## src/rtl/cvg_pkg.sv

```systemverilog
package cvg_pkg;

	// fixed field and datapath widths
	localparam int POINT_W     = 48;
	localparam int MAG_W       = POINT_W - 1;
	localparam int FACTOR_W    = 32;
	localparam int FACTOR_FRAC = 30;
	localparam int PIXEL_W     = 16;
	localparam int RADIUS_W    = 15;
	localparam int SEG_W       = 7;
	localparam int CFG_IDX_W   = 2;

	// point magnitude limit, 2^47-1
	localparam logic [MAG_W-1:0] POINT_LIMIT = '1;

	localparam logic [SEG_W-1:0] MIN_SEGMENTS = 7'd3;

	// register reset values
	localparam logic [SEG_W-1:0]    SEGMENT_COUNT_RST  = 7'd64;
	localparam logic [FACTOR_W-1:0] TANGENT_FACTOR_RST = 32'd105754350;
	localparam logic [FACTOR_W-1:0] RADIAL_FACTOR_RST  = 32'd1068571424;

	// configuration register indexes
	typedef enum logic [CFG_IDX_W-1:0] {
		REG_SEGMENT_COUNT  = 2'd0,
		REG_TANGENT_FACTOR = 2'd1,
		REG_RADIAL_FACTOR  = 2'd2
	} cfg_reg_t;

	// controller states, one vertex takes EMIT through SCALE_Y
	typedef enum logic [2:0] {
		ST_IDLE,
		ST_EMIT,
		ST_TAN_X,
		ST_ADD_X,
		ST_ADD_Y,
		ST_RAD_Y,
		ST_SCALE_X,
		ST_SCALE_Y
	} ctrl_state_t;

	// point register operation
	typedef enum logic [2:0] {
		PT_HOLD,
		PT_LOAD,
		PT_ADD_X,
		PT_ADD_Y,
		PT_SCALE_X,
		PT_SCALE_Y
	} pt_op_t;

	// multiplier operand select
	typedef enum logic [1:0] {
		OPND_NEG_Y,
		OPND_X,
		OPND_Y
	} mul_opnd_t;

	typedef struct packed {
		pt_op_t    pt_op;
		mul_opnd_t mul_opnd;
		logic      mul_radial;
		logic      emit;
		logic      last;
	} dp_cmd_t;

endpackage

```

## src/rtl/circle_vertex_generator_core.sv

```systemverilog
// Circle vertex generator. Pulse start with center and radius while busy is
// low; the block then produces segment_count vertices (clamped to
// 3..MAX_SEGMENTS), each shown for one cycle with vertex_valid high, the
// final one with last_vertex set. The receiver cannot stall: every vertex
// must be taken the cycle it appears. A taken start moves the controller
// to EMIT, and its strobe goes through emit_s1 and vertex_valid to show
// the first vertex; each later vertex takes one pass from TAN_X through
// SCALE_Y back to EMIT. Busy stays high from the first EMIT state through
// the last one. The vertex pacing comes from the single shared two-stage
// factor multiplier, used four times per vertex (tangent step on x and y,
// radial pull on x and y). Factor registers are written through the cfg
// channel, which is always ready, and must only be written while busy is low.
module circle_vertex_generator_core #(
	parameter int MAX_SEGMENTS        = 64,
	parameter int POINT_FRACTION_BITS = 30
) (
	input  logic                                 clk,
	input  logic                                 arst_n,
	input  logic                                 start,
	output logic                                 busy,
	input  logic signed [cvg_pkg::PIXEL_W-1:0]   center_x,
	input  logic signed [cvg_pkg::PIXEL_W-1:0]   center_y,
	input  logic        [cvg_pkg::RADIUS_W-1:0]  radius,
	output logic                                 vertex_valid,
	output logic signed [cvg_pkg::PIXEL_W-1:0]   vertex_x,
	output logic signed [cvg_pkg::PIXEL_W-1:0]   vertex_y,
	output logic                                 last_vertex,
	input  logic                                 cfg_valid,
	output logic                                 cfg_ready,
	input  logic        [cvg_pkg::CFG_IDX_W-1:0] cfg_index,
	input  logic        [cvg_pkg::FACTOR_W-1:0]  cfg_data
);

	logic [cvg_pkg::SEG_W-1:0]           segment_count_q;
	logic signed [cvg_pkg::FACTOR_W-1:0] tangent_factor_q;
	logic signed [cvg_pkg::FACTOR_W-1:0] radial_factor_q;
	cvg_pkg::dp_cmd_t                    cmd;

	assign cfg_ready = 1'b1;

	// configuration registers
	always_ff @(posedge clk or negedge arst_n) begin
		if (!arst_n) begin
			segment_count_q  <= cvg_pkg::SEGMENT_COUNT_RST;
			tangent_factor_q <= cvg_pkg::TANGENT_FACTOR_RST;
			radial_factor_q  <= cvg_pkg::RADIAL_FACTOR_RST;
		end else if (cfg_valid && cfg_ready) begin
			case (cfg_index)
				cvg_pkg::REG_SEGMENT_COUNT:  segment_count_q  <= cfg_data[cvg_pkg::SEG_W-1:0];
				cvg_pkg::REG_TANGENT_FACTOR: tangent_factor_q <= cfg_data;
				cvg_pkg::REG_RADIAL_FACTOR:  radial_factor_q  <= cfg_data;
				default: ;
			endcase
		end
	end

	cvg_ctrl #(
		.MAX_SEGMENTS (MAX_SEGMENTS)
	) u_ctrl (
		.clk           (clk),
		.arst_n        (arst_n),
		.start         (start),
		.segment_count (segment_count_q),
		.busy          (busy),
		.cmd           (cmd)
	);

	cvg_datapath #(
		.POINT_FRACTION_BITS (POINT_FRACTION_BITS)
	) u_dp (
		.clk            (clk),
		.arst_n         (arst_n),
		.cmd            (cmd),
		.center_x       (center_x),
		.center_y       (center_y),
		.radius         (radius),
		.tangent_factor (tangent_factor_q),
		.radial_factor  (radial_factor_q),
		.vertex_x       (vertex_x),
		.vertex_y       (vertex_y),
		.last_vertex    (last_vertex),
		.vertex_valid   (vertex_valid)
	);

endmodule

```

## src/rtl/cvg_mul.sv

```systemverilog
// Two-stage point-by-factor multiplier: |a|*|f| / 2^30, rounded half away
// from zero, saturated to the point limit. Result is sign and magnitude.
module cvg_mul (
	input  logic                                 clk,
	input  logic signed [cvg_pkg::POINT_W-1:0]   operand,
	input  logic signed [cvg_pkg::FACTOR_W-1:0]  factor,
	output logic        [cvg_pkg::MAG_W-1:0]     mag,
	output logic                                 neg
);

	localparam int LO_W   = 24;
	localparam int HI_W   = cvg_pkg::MAG_W - LO_W;
	localparam int PH_W   = HI_W + cvg_pkg::FACTOR_W;
	localparam int PL_W   = LO_W + cvg_pkg::FACTOR_W;
	localparam int FULL_W = PH_W + LO_W + 1;
	localparam int R_W    = FULL_W - cvg_pkg::FACTOR_FRAC;
	localparam logic [FULL_W-1:0] HALF = FULL_W'(1) << (cvg_pkg::FACTOR_FRAC - 1);

	logic [cvg_pkg::POINT_W-1:0]  a_abs;
	logic [cvg_pkg::MAG_W-1:0]    a_mag;
	logic [cvg_pkg::FACTOR_W-1:0] f_abs;
	logic [PH_W-1:0]              hi_s1;
	logic [PL_W-1:0]              lo_s1;
	logic                         neg_s1;
	logic [FULL_W-1:0]            full;
	logic [R_W-1:0]               rnd;
	logic [cvg_pkg::MAG_W-1:0]    mag_s2;
	logic                         neg_s2;

	// magnitudes; the point never reaches -2^47 so 47 bits hold it
	always_comb begin
		a_abs = operand[cvg_pkg::POINT_W-1] ? -operand : operand;
		a_mag = a_abs[cvg_pkg::MAG_W-1:0];
		f_abs = factor[cvg_pkg::FACTOR_W-1] ? -factor : factor;
	end

	// stage 1: two partial products, upper and lower slice of |a|
	always_ff @(posedge clk) begin
		hi_s1  <= PH_W'(a_mag[cvg_pkg::MAG_W-1:LO_W]) * PH_W'(f_abs);
		lo_s1  <= PL_W'(a_mag[LO_W-1:0]) * PL_W'(f_abs);
		neg_s1 <= operand[cvg_pkg::POINT_W-1] ^ factor[cvg_pkg::FACTOR_W-1];
	end

	// stage 2: combine, round, saturate
	always_comb begin
		full = FULL_W'({hi_s1, {LO_W{1'b0}}}) + FULL_W'(lo_s1) + HALF;
		rnd  = full[FULL_W-1:cvg_pkg::FACTOR_FRAC];
	end

	always_ff @(posedge clk) begin
		if (rnd > R_W'(cvg_pkg::POINT_LIMIT)) begin
			mag_s2 <= cvg_pkg::POINT_LIMIT;
		end else begin
			mag_s2 <= rnd[cvg_pkg::MAG_W-1:0];
		end
		neg_s2 <= neg_s1;
	end

	assign mag = mag_s2;
	assign neg = neg_s2;

endmodule

```

## src/rtl/cvg_datapath.sv

```systemverilog
// Point registers, factor multiplier and the two-stage pixel output path.
module cvg_datapath #(
	parameter int POINT_FRACTION_BITS = 30
) (
	input  logic                                 clk,
	input  logic                                 arst_n,
	input  cvg_pkg::dp_cmd_t                     cmd,
	input  logic signed [cvg_pkg::PIXEL_W-1:0]   center_x,
	input  logic signed [cvg_pkg::PIXEL_W-1:0]   center_y,
	input  logic        [cvg_pkg::RADIUS_W-1:0]  radius,
	input  logic signed [cvg_pkg::FACTOR_W-1:0]  tangent_factor,
	input  logic signed [cvg_pkg::FACTOR_W-1:0]  radial_factor,
	output logic signed [cvg_pkg::PIXEL_W-1:0]   vertex_x,
	output logic signed [cvg_pkg::PIXEL_W-1:0]   vertex_y,
	output logic                                 last_vertex,
	output logic                                 vertex_valid
);

	localparam int PW    = cvg_pkg::POINT_W;
	localparam int RND_W = PW - POINT_FRACTION_BITS;
	localparam int PIX_W = RND_W + 2;
	localparam logic [PW-1:0] PIX_HALF = PW'(1) << (POINT_FRACTION_BITS - 1);

	logic signed [PW-1:0]                  point_x_q, point_y_q;
	logic signed [cvg_pkg::PIXEL_W-1:0]    center_x_q, center_y_q;
	logic signed [PW-1:0]                  mul_a;
	logic signed [cvg_pkg::FACTOR_W-1:0]   mul_f;
	logic        [cvg_pkg::MAG_W-1:0]      mul_mag;
	logic                                  mul_neg;
	logic        [PW-1:0]                  abs_x, abs_y, rsum_x, rsum_y;
	logic        [RND_W-1:0]               rx_s1, ry_s1;
	logic                                  nx_s1, ny_s1, emit_s1, last_s1;
	logic signed [cvg_pkg::PIXEL_W-1:0]    vertex_x_q, vertex_y_q;
	logic                                  last_vertex_q, vertex_valid_q;

	// signed value from the multiplier's sign and magnitude
	function automatic logic signed [PW-1:0] signed_of(
		input logic [cvg_pkg::MAG_W-1:0] m,
		input logic                      n
	);
		logic signed [PW-1:0] v;
		v = $signed({1'b0, m});
		return n ? -v : v;
	endfunction

	// point plus product, saturated to +-(2^47-1)
	function automatic logic signed [PW-1:0] add_sat(
		input logic signed [PW-1:0]      p,
		input logic [cvg_pkg::MAG_W-1:0] m,
		input logic                      n
	);
		logic signed [PW:0] sum;
		logic signed [PW:0] lim;
		sum = $signed({p[PW-1], p}) + $signed({2'b00, m}) * 0
			+ (n ? -$signed({2'b00, m}) : $signed({2'b00, m}));
		lim = $signed({2'b00, cvg_pkg::POINT_LIMIT});
		if (sum > lim) begin
			return lim[PW-1:0];
		end else if (sum < -lim) begin
			return -lim[PW-1:0];
		end
		return sum[PW-1:0];
	endfunction

	// rounded magnitude plus center, saturated to a 16-bit pixel
	function automatic logic signed [cvg_pkg::PIXEL_W-1:0] pix_sat(
		input logic [RND_W-1:0]                 r,
		input logic                             n,
		input logic signed [cvg_pkg::PIXEL_W-1:0] c
	);
		logic signed [PIX_W-1:0] v;
		v = $signed({2'b00, r});
		if (n) begin
			v = -v;
		end
		v = v + $signed({{(PIX_W - cvg_pkg::PIXEL_W){c[cvg_pkg::PIXEL_W-1]}}, c});
		if (v > PIX_W'(32767)) begin
			return 16'sd32767;
		end else if (v < -PIX_W'(32768)) begin
			return -16'sd32768;
		end
		return v[cvg_pkg::PIXEL_W-1:0];
	endfunction

	// multiplier operand and factor select
	always_comb begin
		case (cmd.mul_opnd)
			cvg_pkg::OPND_NEG_Y: mul_a = -point_y_q;
			cvg_pkg::OPND_X:     mul_a = point_x_q;
			cvg_pkg::OPND_Y:     mul_a = point_y_q;
			default:             mul_a = point_x_q;
		endcase
		mul_f = cmd.mul_radial ? radial_factor : tangent_factor;
	end

	cvg_mul u_mul (
		.clk     (clk),
		.operand (mul_a),
		.factor  (mul_f),
		.mag     (mul_mag),
		.neg     (mul_neg)
	);

	// running point and held center
	always_ff @(posedge clk) begin
		case (cmd.pt_op)
			cvg_pkg::PT_LOAD: begin
				point_x_q  <= $signed(PW'(radius) << POINT_FRACTION_BITS);
				point_y_q  <= '0;
				center_x_q <= center_x;
				center_y_q <= center_y;
			end
			cvg_pkg::PT_ADD_X:   point_x_q <= add_sat(point_x_q, mul_mag, mul_neg);
			cvg_pkg::PT_ADD_Y:   point_y_q <= add_sat(point_y_q, mul_mag, mul_neg);
			cvg_pkg::PT_SCALE_X: point_x_q <= signed_of(mul_mag, mul_neg);
			cvg_pkg::PT_SCALE_Y: point_y_q <= signed_of(mul_mag, mul_neg);
			default: ;
		endcase
	end

	// pixel stage 1: round the magnitude to whole pixels
	always_comb begin
		abs_x  = point_x_q[PW-1] ? -point_x_q : point_x_q;
		abs_y  = point_y_q[PW-1] ? -point_y_q : point_y_q;
		rsum_x = abs_x + PIX_HALF;
		rsum_y = abs_y + PIX_HALF;
	end

	always_ff @(posedge clk) begin
		rx_s1   <= rsum_x[PW-1:POINT_FRACTION_BITS];
		ry_s1   <= rsum_y[PW-1:POINT_FRACTION_BITS];
		nx_s1   <= point_x_q[PW-1];
		ny_s1   <= point_y_q[PW-1];
		last_s1 <= cmd.last;
	end

	// pixel stage 2: sign, center, saturate
	always_ff @(posedge clk) begin
		vertex_x_q    <= pix_sat(rx_s1, nx_s1, center_x_q);
		vertex_y_q    <= pix_sat(ry_s1, ny_s1, center_y_q);
		last_vertex_q <= last_s1;
	end

	// output strobe
	always_ff @(posedge clk or negedge arst_n) begin
		if (!arst_n) begin
			emit_s1        <= 1'b0;
			vertex_valid_q <= 1'b0;
		end else begin
			emit_s1        <= cmd.emit;
			vertex_valid_q <= emit_s1;
		end
	end

	assign vertex_x     = vertex_x_q;
	assign vertex_y     = vertex_y_q;
	assign last_vertex  = last_vertex_q;
	assign vertex_valid = vertex_valid_q;

endmodule

```

## src/rtl/cvg_ctrl.sv

```systemverilog
// Sequencer: seven steps per vertex, counts vertices of the circle.
module cvg_ctrl #(
	parameter int MAX_SEGMENTS = 64
) (
	input  logic                          clk,
	input  logic                          arst_n,
	input  logic                          start,
	input  logic [cvg_pkg::SEG_W-1:0]     segment_count,
	output logic                          busy,
	output cvg_pkg::dp_cmd_t              cmd
);

	localparam int CNT_W = $clog2(MAX_SEGMENTS + 1);

	cvg_pkg::ctrl_state_t        state_q, state_nxt;
	logic [CNT_W-1:0]            idx_q, count_q;
	logic [cvg_pkg::SEG_W-1:0]   seg_clamped;
	logic                        accept, is_last;

	assign busy    = (state_q != cvg_pkg::ST_IDLE);
	assign accept  = start && !busy;
	assign is_last = (idx_q == count_q - CNT_W'(1));

	// clamp the vertex count into 3..MAX_SEGMENTS
	always_comb begin
		if (segment_count < cvg_pkg::MIN_SEGMENTS) begin
			seg_clamped = cvg_pkg::MIN_SEGMENTS;
		end else if (segment_count > cvg_pkg::SEG_W'(MAX_SEGMENTS)) begin
			seg_clamped = cvg_pkg::SEG_W'(MAX_SEGMENTS);
		end else begin
			seg_clamped = segment_count;
		end
	end

	// state, vertex index, count
	always_ff @(posedge clk or negedge arst_n) begin
		if (!arst_n) begin
			state_q <= cvg_pkg::ST_IDLE;
			idx_q   <= '0;
			count_q <= '0;
		end else begin
			state_q <= state_nxt;
			if (accept) begin
				idx_q   <= '0;
				count_q <= seg_clamped[CNT_W-1:0];
			end else if (state_q == cvg_pkg::ST_EMIT) begin
				idx_q <= idx_q + CNT_W'(1);
			end
		end
	end

	// next state
	always_comb begin
		case (state_q)
			cvg_pkg::ST_IDLE:    state_nxt = start ? cvg_pkg::ST_EMIT : cvg_pkg::ST_IDLE;
			cvg_pkg::ST_EMIT:    state_nxt = is_last ? cvg_pkg::ST_IDLE : cvg_pkg::ST_TAN_X;
			cvg_pkg::ST_TAN_X:   state_nxt = cvg_pkg::ST_ADD_X;
			cvg_pkg::ST_ADD_X:   state_nxt = cvg_pkg::ST_ADD_Y;
			cvg_pkg::ST_ADD_Y:   state_nxt = cvg_pkg::ST_RAD_Y;
			cvg_pkg::ST_RAD_Y:   state_nxt = cvg_pkg::ST_SCALE_X;
			cvg_pkg::ST_SCALE_X: state_nxt = cvg_pkg::ST_SCALE_Y;
			cvg_pkg::ST_SCALE_Y: state_nxt = cvg_pkg::ST_EMIT;
			default:             state_nxt = cvg_pkg::ST_IDLE;
		endcase
	end

	// datapath commands; a product issued here passes both multiplier registers before a later state uses it
	always_comb begin
		cmd.pt_op      = cvg_pkg::PT_HOLD;
		cmd.mul_opnd   = cvg_pkg::OPND_X;
		cmd.mul_radial = 1'b0;
		cmd.emit       = 1'b0;
		cmd.last       = 1'b0;
		case (state_q)
			cvg_pkg::ST_IDLE: begin
				if (start) begin
					cmd.pt_op = cvg_pkg::PT_LOAD;
				end
			end
			cvg_pkg::ST_EMIT: begin
				cmd.emit     = 1'b1;
				cmd.last     = is_last;
				cmd.mul_opnd = cvg_pkg::OPND_NEG_Y;
			end
			cvg_pkg::ST_TAN_X: begin
				cmd.mul_opnd = cvg_pkg::OPND_X;
			end
			cvg_pkg::ST_ADD_X: begin
				cmd.pt_op = cvg_pkg::PT_ADD_X;
			end
			cvg_pkg::ST_ADD_Y: begin
				cmd.pt_op      = cvg_pkg::PT_ADD_Y;
				cmd.mul_opnd   = cvg_pkg::OPND_X;
				cmd.mul_radial = 1'b1;
			end
			cvg_pkg::ST_RAD_Y: begin
				cmd.mul_opnd   = cvg_pkg::OPND_Y;
				cmd.mul_radial = 1'b1;
			end
			cvg_pkg::ST_SCALE_X: begin
				cmd.pt_op = cvg_pkg::PT_SCALE_X;
			end
			cvg_pkg::ST_SCALE_Y: begin
				cmd.pt_op = cvg_pkg::PT_SCALE_Y;
			end
			default: ;
		endcase
	end

endmodule

```

## config.mk

```make
export PLATFORM = sky130hd
export DESIGN_NAME = circle_vertex_generator_core
export DESIGN_NICKNAME = d
export VERILOG_FILES = /design/src/rtl/cvg_pkg.sv /design/src/rtl/circle_vertex_generator_core.sv /design/src/rtl/cvg_mul.sv /design/src/rtl/cvg_datapath.sv /design/src/rtl/cvg_ctrl.sv
export SDC_FILE = /design/constraint.sdc
export NUM_CORES = 2
export LEC_CHECK = 0
export BUFFER_PORTS_ARGS = -buffer_cell sky130_fd_sc_hd__buf_2
export CORE_UTILIZATION = 40
export DETAILED_ROUTE_END_ITERATION = 12
export PLACE_DENSITY = 0.53
export RECOVER_POWER = 25
export SLEW_MARGIN = 0
export SYNTH_ARGS = -nofsm -noshare
export SYNTH_HDL_FRONTEND = slang
export SYNTH_SLANG_ARGS = --single-unit
```

## constraint.sdc

```tcl
create_clock -name clk -period 15.25 [get_ports clk]
set_input_delay 1.525 -clock clk [delete_from_list [all_inputs] [get_ports clk]]
set_output_delay 1.525 -clock clk [all_outputs]
set_load 0.01 [all_outputs]
```

==> flow_summary.ini <==
[outcome]
status = complete, but fails checks
violations = capacitance limit, slew limit

[die]
die_x_um = 441
die_h_um = 441
io_pins = 121
die_area_um2 = 194000
rows = 160
floorplan.initialDensity_pct = 40.4
core_um2 = 191000

[route]
drtIter0Drc = 4786
drc = 0
drt-total-wl_um = 270000
avgViaCountPerCell = 5.52
wl_per_cell_um = 23.5
dr.pass1.iters = 5
via_count = 63391
postRouteAntennaNets = 0

[global_routing]
track_usage_pct = 27.9
grt_max_degree = 71
grt_overflow_total = 0
first_global_vias = 65125
grt_pass1_wl_um = 407000
antenna_found_initial = 14

[timing]
finClkSkew_ps = 36.3
finalSetupTns_ps = 0
maxSlewViolCount = 137
holdWs_ps = 293
min_period_over_period_pct = 87.8
post-route-min-period_ps = 13390
worst-slew-pin-transition_ps = 3700
hold_viol = 0
rsz0062_at_grt = no
timing.final.ws_setup_ps = 1860
setup_viol = 0
fmax_mhz = 74.7
slew_headroom_pct = -147

[synth]
synth_nets = 10906
synthTopCellsByArea = fa_1 (33%), ha_1 (9.2%), inv_1 (7.4%)
synth_edf_count = 128
seq_area_frac_synth_pct = 13.4
synth_top_area_share_pct = 33.5
syn_area_um2 = 77100
synthCells = 8967
yosysUniqueCellTypes = 107
yosysWarningCount = 0
synth.avg_cell_area_um2 = 8.60
ys_seq_elements = 426
synth_async_sr_flop_share_pct = 21.1
ys.flop_type = dfxtp_1
yosys.area.top_type = fa_1

[finish]
drive_gt1_share_pct = 7.78
area_growth_pct = 8.72
fin_util_pct = 43.9
fin_nets = 10865
fill_cells = 19007

[placement]
hpwlAfterDp_um = 216000
portBuffers = 119
place_ws_ps = 1980
place_congestion = 0.975

[worst_setup_path]
worst_setup_path_end_kind = register
crit_required_ps = 15830
cp_max_fo = 24
crit_top_cell = fa_1
cp_slowest_cell = a21oi_2
critPathMaxStageDelay_ps = 890
crit_arrival_ps = 13960
start_kind = register
path_class = reg2reg

[clocking]
clk_pin_slew_ps = 70
hold_buffers = 0
cts_buffer_depth = 3
cts_tree = built
htree_levels = 2
clk_latency_ps = 710
postCtsSetupBuffers = 0
cts.sinks = 426
cts_buffers = 56
cts-root-buf = clkbuf_16
post_cts_resized = 0

[min_path]
hp-class = reg2reg

[job]
max-cap-violations = 3
stage by stage:
step / instances / cell area (um^2)
2_1_floorplan: 8967 / 77100
3_3_place_gp: 11379 / 81900
3_5_place_dp: 11379 / 81900
4_1_cts: 11484 / 83800
5_1_grt: 11487 / 83800
6_report: 11487 / 83800
critical path, delay by kind of cell, from the launching register on:
kind / cells / cell delay, ps
AND/OR/NAND/NOR: 12 / 4170
buffers and inverters: 5 / 280
XOR/XNOR: 2 / 1000
adder cells (fa/ha/maj): 9 / 4150
AO/OA/AOI/OAI: 9 / 3090
flip-flops: 1 / 460
cells in the mapped netlist (55+ instances only):
cell and instances:
nand4_1 62, dfrtp_1 57, nand3_1 75, and2_1 87, o211ai_1 57, dfxtp_1 208, xor2_1 175, inv_1 1515
ha_1 566, o21ai_0 269, nor2_1 727, xnor2_1 375, fa_1 1288, a21o_1 122, a21oi_1 317, o21ai_1 55
edfxtp_1 128, mux2_2 78, o21a_1 67, clkbuf_1 361, nor3_1 132, nand2_1 1411
logic make-up (layout without fill, tap and decap cells):
kind of cell / Yosys count / after routing / share of synthesized area (%)
simple gates: 2828 / 2828 / 16.0
buf+inv: 1940 / 1946 / 9.59
fa+ha+maj: 1856 / 1856 / 42.7
compound gates: 1236 / 1236 / 10.3
xor+xnor: 553 / 553 / 6.31
flops: 426 / 426 / 13.4
mux: 127 / 127 / 1.79
other cells: 1 / 4 / 0.00487
layout make-up:
cell class                      instances  area (um^2)  share of cell area [%]
Clock inverter                         30          328                   0.391
Antenna cell                            3         7.51                 0.00896
Timing Repair Buffer                  322         2090                    2.50
Sequential cell                       426        10300                    12.3
Inverter                             1519         5700                    6.80
Multi-Input combinational cell       6601        60600                    72.3
Tap cell                             2511         3140                    3.75
Clock buffer                           75         1630                    1.95
metal layers:
metal  global-route usage [%]  part of all wire, %  wire, um  vias to the layer above
met1                     36.9                   42    112000                    32451
met5                        0                0.013        34                        -
met4                     9.60                  4.0     10900                        4
met3                     5.11                  7.8     20900                      458
li1                         -                    -         -                    28230
met2                     45.8                   47    126000                     2248
flip-flops by register name, indices dropped and copies added, names as in the netlist, 18 cells and up:
register and flops:
radial_factor_q 32, tangent_factor_q 32, u_dp.point_x_q 48, u_dp.point_y_q 48, u_dp.rx_s1 18, u_dp.ry_s1 18
u_dp.u_mul.hi_s1 55, u_dp.u_mul.lo_s1 32, u_dp.u_mul.mag 47
layout by cell type (no fill, tap or decap), types with 46 or more instances in the layout:
| master | synthesis | routed |
|---|---|---|
| nand4_1 | 62 | 62 |
| mux2_2 | 78 | 78 |
| nand2b_1 | 53 | 51 |
| clkbuf_16 | 0 | 61 |
| o21ai_0 | 269 | 267 |
| nor4_1 | 50 | 50 |
| o31ai_1 | 49 | 49 |
| o211ai_1 | 57 | 57 |
| mux2i_1 | 48 | 46 |
| nor3_1 | 132 | 131 |
| o21ai_1 | 55 | 55 |
| buf_4 | 5 | 198 |
| o21a_1 | 67 | 67 |
| and2_1 | 87 | 87 |
| dfxtp_1 | 208 | 208 |
| ha_1 | 566 | 566 |
| xor2_1 | 175 | 133 |
| inv_1 | 1515 | 1514 |
| a31oi_1 | 46 | 46 |
| nor2_1 | 727 | 725 |
| a21oi_1 | 317 | 316 |
| nand2_1 | 1411 | 1409 |
| buf_2 | 36 | 113 |
| dfrtp_1 | 57 | 56 |
| xnor2_1 | 375 | 323 |
| edfxtp_1 | 128 | 128 |
| fa_1 | 1288 | 1288 |
| nand3_1 | 75 | 75 |
| or3_1 | 48 | 48 |
| a21o_1 | 122 | 122 |
path summary, 6_finish.rpt:
check                      slack [ps]                    startpoint                          endpoint  depth (start not counted)
hold / removal                    290       u_dp.last_s1$_SDFF_PN0_          u_dp.last_vertex$_DFF_P_                          0
setup reg to reg                 1860  u_dp.point_y_q[20]$_DFFE_PP_      u_dp.u_mul.lo_s1[54]$_DFF_P_                         37
hold reg to reg                   290       u_dp.last_s1$_SDFF_PN0_          u_dp.last_vertex$_DFF_P_                          0
setup / recovery                 1860  u_dp.point_y_q[20]$_DFFE_PP_      u_dp.u_mul.lo_s1[54]$_DFF_P_                         37
max in group asynchronous        9920                        arst_n  tangent_factor_q[17]$_DFFE_PN0P_                          2
min in group asynchronous        1140                        arst_n       u_ctrl.idx_q[1]$_DFFE_PN0P_                          1
Power is left out: the tool's default activity adds up to more than one toggle a clock period on the data nets, which glitch-free logic cannot reach.
